`src/sv/assert_macros.svh`:
```
// Assertion helpers; every user has clk and rst_n in scope.
`ifndef ASSERT_MACROS_SVH
`define ASSERT_MACROS_SVH

// Same-cycle implication.
`define CHK_SAME(lbl, ante, cons, msg) \
    lbl: assert property (@(posedge clk) disable iff (!rst_n) (ante) |-> (cons)) \
        else $error(msg);

// Next-cycle implication.
`define CHK_NEXT(lbl, ante, cons, msg) \
    lbl: assert property (@(posedge clk) disable iff (!rst_n) (ante) |=> (cons)) \
        else $error(msg);

`endif

```
`src/sv/medf_pkg.sv`:
```
package medf_pkg;

    localparam int PIX_W    = 24;
    localparam int CH_W     = 8;
    localparam int CHANNELS = 3;

    localparam int CFG_W_WIDTH  = 11;
    localparam int CFG_H_WIDTH  = 13;
    localparam int CFG_S_WIDTH  = 3;
    localparam int CFG_DATA_W   = 13;
    localparam int CFG_ADDR_W   = 2;

    localparam logic [CFG_ADDR_W-1:0] REG_WIDTH  = 2'd0;
    localparam logic [CFG_ADDR_W-1:0] REG_HEIGHT = 2'd1;
    localparam logic [CFG_ADDR_W-1:0] REG_WINDOW = 2'd2;

    typedef enum logic [2:0] {
        ST_IDLE,
        ST_LOAD,
        ST_PREP,
        ST_FEED,
        ST_HOLD
    } medf_state_t;

    // Link between neighboring sorter cells.
    typedef struct packed {
        logic [PIX_W-1:0]    val;
        logic                valid;
        logic [CHANNELS-1:0] le;
    } medf_link_t;

endpackage

```
`src/sv/medf_cell.sv`:
```
module medf_cell
(
    input  logic                        clk,
    input  logic                        rst_n,
    input  logic                        clear,
    input  logic                        ins,
    input  logic [medf_pkg::PIX_W-1:0]  x,
    input  medf_pkg::medf_link_t        prev,
    output medf_pkg::medf_link_t        link
);

    logic [medf_pkg::PIX_W-1:0]    val_reg;
    logic [medf_pkg::PIX_W-1:0]    val_next;
    logic                          valid_reg;
    logic                          valid_next;
    logic [medf_pkg::CHANNELS-1:0] le;

    always_comb
    begin
        for (int ch = 0; ch < medf_pkg::CHANNELS; ch++)
        begin
            le[ch] = valid_reg &&
                (val_reg[ch*medf_pkg::CH_W +: medf_pkg::CH_W] <=
                 x[ch*medf_pkg::CH_W +: medf_pkg::CH_W]);
        end
    end

    // Each lane sorts on its own: keep if not above x, else take x or shift up.
    always_comb
    begin
        val_next = val_reg;
        if (ins)
        begin
            for (int ch = 0; ch < medf_pkg::CHANNELS; ch++)
            begin
                if (!le[ch])
                begin
                    val_next[ch*medf_pkg::CH_W +: medf_pkg::CH_W] = prev.le[ch] ?
                        x[ch*medf_pkg::CH_W +: medf_pkg::CH_W] :
                        prev.val[ch*medf_pkg::CH_W +: medf_pkg::CH_W];
                end
            end
        end
    end

    always_comb
    begin
        valid_next = valid_reg;
        if (clear)
        begin
            valid_next = 1'b0;
        end
        else if (ins)
        begin
            valid_next = prev.valid;
        end
    end

    always_ff @(posedge clk or negedge rst_n)
    begin
        if (!rst_n)
        begin
            valid_reg <= 1'b0;
        end
        else
        begin
            valid_reg <= valid_next;
        end
    end

    always_ff @(posedge clk)
    begin
        val_reg <= val_next;
    end

    assign link.val   = val_reg;
    assign link.valid = valid_reg;
    assign link.le    = le;

endmodule

```
`src/sv/medf_sorter.sv`:
```
module medf_sorter
#(
    parameter int NCELLS = 49
)
(
    input  logic                        clk,
    input  logic                        rst_n,
    input  logic                        clear,
    input  logic                        ins,
    input  logic [medf_pkg::PIX_W-1:0]  x,
    output logic [medf_pkg::PIX_W-1:0]  median,
    output logic                        full
);

    localparam int MID = (NCELLS - 1) / 2;

    medf_pkg::medf_link_t links [NCELLS+1];

    assign links[0].val   = '0;
    assign links[0].valid = 1'b1;
    assign links[0].le    = '1;

    for (genvar i = 0; i < NCELLS; i++)
    begin : g_cell
        medf_cell u_cell
        (
            .clk   (clk),
            .rst_n (rst_n),
            .clear (clear),
            .ins   (ins),
            .x     (x),
            .prev  (links[i]),
            .link  (links[i+1])
        );
    end

    assign median = links[MID+1].val;
    assign full   = links[NCELLS].valid;

endmodule

```
`config.mk`:
```
export PLATFORM = sky130hd
export DESIGN_NAME = medf_sorter
export DESIGN_NICKNAME = d
export VERILOG_FILES = /design/src/sv/assert_macros.svh /design/src/sv/medf_pkg.sv /design/src/sv/medf_cell.sv /design/src/sv/medf_sorter.sv
export SDC_FILE = /design/constraint.sdc
export NUM_CORES = 2
export LEC_CHECK = 0
export ABC_AREA = 1
export CORE_MARGIN = 4
export CORE_UTILIZATION = 40
export CTS_CLUSTER_DIAMETER = 80
export DETAILED_ROUTE_END_ITERATION = 16
export DONT_BUFFER_PORTS = 1
export PLACE_DENSITY_LB_ADDON = 0.1
export SLEW_MARGIN = 0
export SYNTH_ARGS = -nofsm -noshare
export SYNTH_HDL_FRONTEND = slang
export SYNTH_SLANG_ARGS = --single-unit
```
`constraint.sdc`:
```
create_clock -name clk -period 1.75 [get_ports clk]
set_input_delay 0.2625 -clock clk [delete_from_list [all_inputs] [get_ports clk]]
set_output_delay 0.2625 -clock clk [all_outputs]
set_load 0.02 [all_outputs]
```
==> flow_metrics.env <==
export IMPL_status="finished, violations left"
export IMPL_violations="setup timing"
export IMPL_grt_pass1_wl_um=200000
export IMPL_via_per_inst=5.11
export IMPL_drtPass1Iterations=6
export IMPL_postSynthAreaPerCell_um2=8.92
export IMPL_layout_drive_gt1_share_pct=40.6
export IMPL_final_cell_mix="nand2_1 (1,340), buf_4 (665), edfxtp_1 (600)"
export IMPL_antennaDiodeCount=0
export IMPL_grt_max_degree=50
export IMPL_fin_nets=6406
export IMPL_clk_latency_ns=0.64
export IMPL_synth_area_um2=44400
export IMPL_io_pins=53
export IMPL_yosys_register_bits=649
export IMPL_area_growth_pct=42.8
export IMPL_final_core_util_pct=57.9
export IMPL_drtAntennaViolNets=0
export IMPL_mostFrequentLayoutCell="nand2_1"
export IMPL_slew_violations=0
export IMPL_grt_total_usage_pct=22.1
export IMPL_final_setup_worst_slack_ns=-0.0907
export IMPL_avgRoutedWirePerCell_um=18.7
export IMPL_worstHoldPathType="in2reg"
export IMPL_holdWs_ns=0.0534
export IMPL_drt_initial_drc_count=2018
export IMPL_drc=0
export IMPL_drt_wl_total_um=137000
export IMPL_cp_max_fo=8
export IMPL_cp_data_required_time_ns=2.06
export IMPL_cts_sinks=649
export IMPL_setup_violations=401
export IMPL_design_area_um2=63400
export IMPL_placed_cell_area_um2=51100
export IMPL_cts_tree="yes"
export IMPL_p_leak_nw=28.1
export IMPL_portBuffers=0
export IMPL_synthCells=4974
export IMPL_crit_type="reg2reg"
export IMPL_antenna_found_initial=2
export IMPL_grt_pass1_vias=35100
export IMPL_cts_htree_levels=3
export IMPL_irDropWorstVdd_mv=0.700
export IMPL_p_per_area_nw_per_um2=757
export IMPL_die_w_um=341
export IMPL_cp_start_kind="flip-flop"
export IMPL_largest_reg_flops=600
export IMPL_clk_pin_slew_worst_paths_ns=0.06
export IMPL_arrival_ns=2.15
export IMPL_gp_congestion=0.782
export IMPL_fin_skew_ns=0.0230
export IMPL_initial_core_util_pct=40.5
export IMPL_period_minus_slack_ns=1.84
export IMPL_cts_buffers=82
export IMPL_hpwl_um=83400
export IMPL_max_freq_mhz=543
export IMPL_hold_viol_final=0
export IMPL_drv_cap=0
export IMPL_fp_dieH_um=341
export IMPL_min_period_over_period_pct=105
export IMPL_design_core_area_um2=109000
export IMPL_clock_root_buffer="clkbuf_16"
export IMPL_rsz0062_at_grt="yes"
export IMPL_clockBufferDepth=3
export IMPL_rows=121
export IMPL_synth_nets=5602
export IMPL_dieArea_um2=116000
export IMPL_setup_worst_path_end_class="flip-flop"
export IMPL_synth_seq_area_share_pct=43.4
export IMPL_ys_types=23
export IMPL_max_slew_margin_pct=40.3
export IMPL_overflow=0
export IMPL_worstMarginPinSlew_ns=0.895
export IMPL_yosysWarnings=0
export IMPL_dr_total_vias=37400
export IMPL_power_total_mw=48.0
==> cell type report <==
cell class / count / area, um2
Tap cell: 1476 / 1850
Clock buffer: 109 / 2270
Sequential cell: 649 / 19300
Multi-Input combinational cell: 3797 / 29800
Fill cell: 9265 / 46100
Inverter: 370 / 1460
Clock inverter: 40 / 470
Timing Repair Buffer: 878 / 8240
==> logic make-up (layout without fill, tap and decap cells) <==
family                     after synthesis  in the layout  share of synthesized area [%]
adders and majority gates              600            600                           16.9
buffers and inverters                  529           1397                           4.73
DFF                                    649            649                           43.4
and+or+nand+nor                       2841           2842                           30.4
AOI/OAI and AO/OA                      355            355                           4.58
==> critical path, cell delays in order, from the launching register on <==
cell      delay, ns
edfxtp_1       0.48
ha_4           0.32
nand2_2        0.05
inv_2          0.07
nand2_1        0.05
nand2_1        0.05
nand2_1        0.06
nand2_2        0.07
nand2_4        0.08
a21oi_4        0.28
==> timing repair <==
action	4_1_cts	5_1_grt
hold endpoints to repair	651	0
resized for setup	77	958
hold buffers	52	0
buffers inserted	126	257
pin swaps	173	581
setup endpoints to repair	530	1171
cloned	1	0
==> power by group <==
group          leakage [nW]  total (mW)  internal [mW]  switching [mW]
Clock                  1.35        17.5           10.7            6.80
Combinational          20.2        11.6           5.34            6.29
Sequential             6.53        18.9           18.1           0.758
==> synthesized netlist by cell type, drive strengths merged <==
cell | number | share of area [%]
ha | 600 | 17
nor2 | 217 | 2.3
inv | 370 | 3.1
nand2 | 1972 | 20
nand3 | 577 | 6.5
o22ai | 47 | 0.66
buf | 76 | 0.90
a21o | 72 | 1.2
o21bai | 3 | 0.051
o21ai | 1 | 0.011
a21oi | 229 | 2.6
nand4 | 75 | 2.1
edfxtp | 600 | 41
clkbuf | 83 | 0.70
dfrtp | 49 | 2.8
o21a | 3 | 0.051
==> final timing paths <==
kind | start | end | slack (ns) | cells past startpoint
max | g_cell[20].u_cell.val_reg[3]$_DFFE_PP_ | g_cell[20].u_cell.val_reg[7]$_DFFE_PP_ | -0.09 | 9
min | ins | g_cell[48].u_cell.valid_reg$_DFFE_PN0P_ | 0.05 | 3
max reg2reg | g_cell[20].u_cell.val_reg[3]$_DFFE_PP_ | g_cell[20].u_cell.val_reg[7]$_DFFE_PP_ | -0.09 | 9
min reg2reg | g_cell[46].u_cell.valid_reg$_DFFE_PN0P_ | g_cell[46].u_cell.valid_reg$_DFFE_PN0P_ | 0.52 | 2
max in group asynchronous | rst_n | g_cell[6].u_cell.valid_reg$_DFFE_PN0P_ | 1.29 | 2
min in group asynchronous | rst_n | g_cell[43].u_cell.valid_reg$_DFFE_PN0P_ | 0.17 | 2
==> metrics by stage <==
| step | std cells | setup TNS, ns | setup WS, ns |
|---|---|---|---|
| final | 7319 | -12.55 | -0.0907 |
| after global routing | 7319 | -78.66 | -0.189 |
| after CTS | 7063 | -6.66 | -0.0812 |
| after detailed placement | 6735 | -180.50 | -0.270 |
| after global placement | 6735 | -159.86 | -0.238 |
| after floorplan | 4974 | -732.90 | -0.691 |
==> per-layer routing <==
metal	part of all wire (%)	global-route usage, %
met4	2.9	6.59
met2	49	37.9
met5	0.020	0
met1	44	29.2
met3	3.9	2.67
Power figures use the tool's default switching activity.
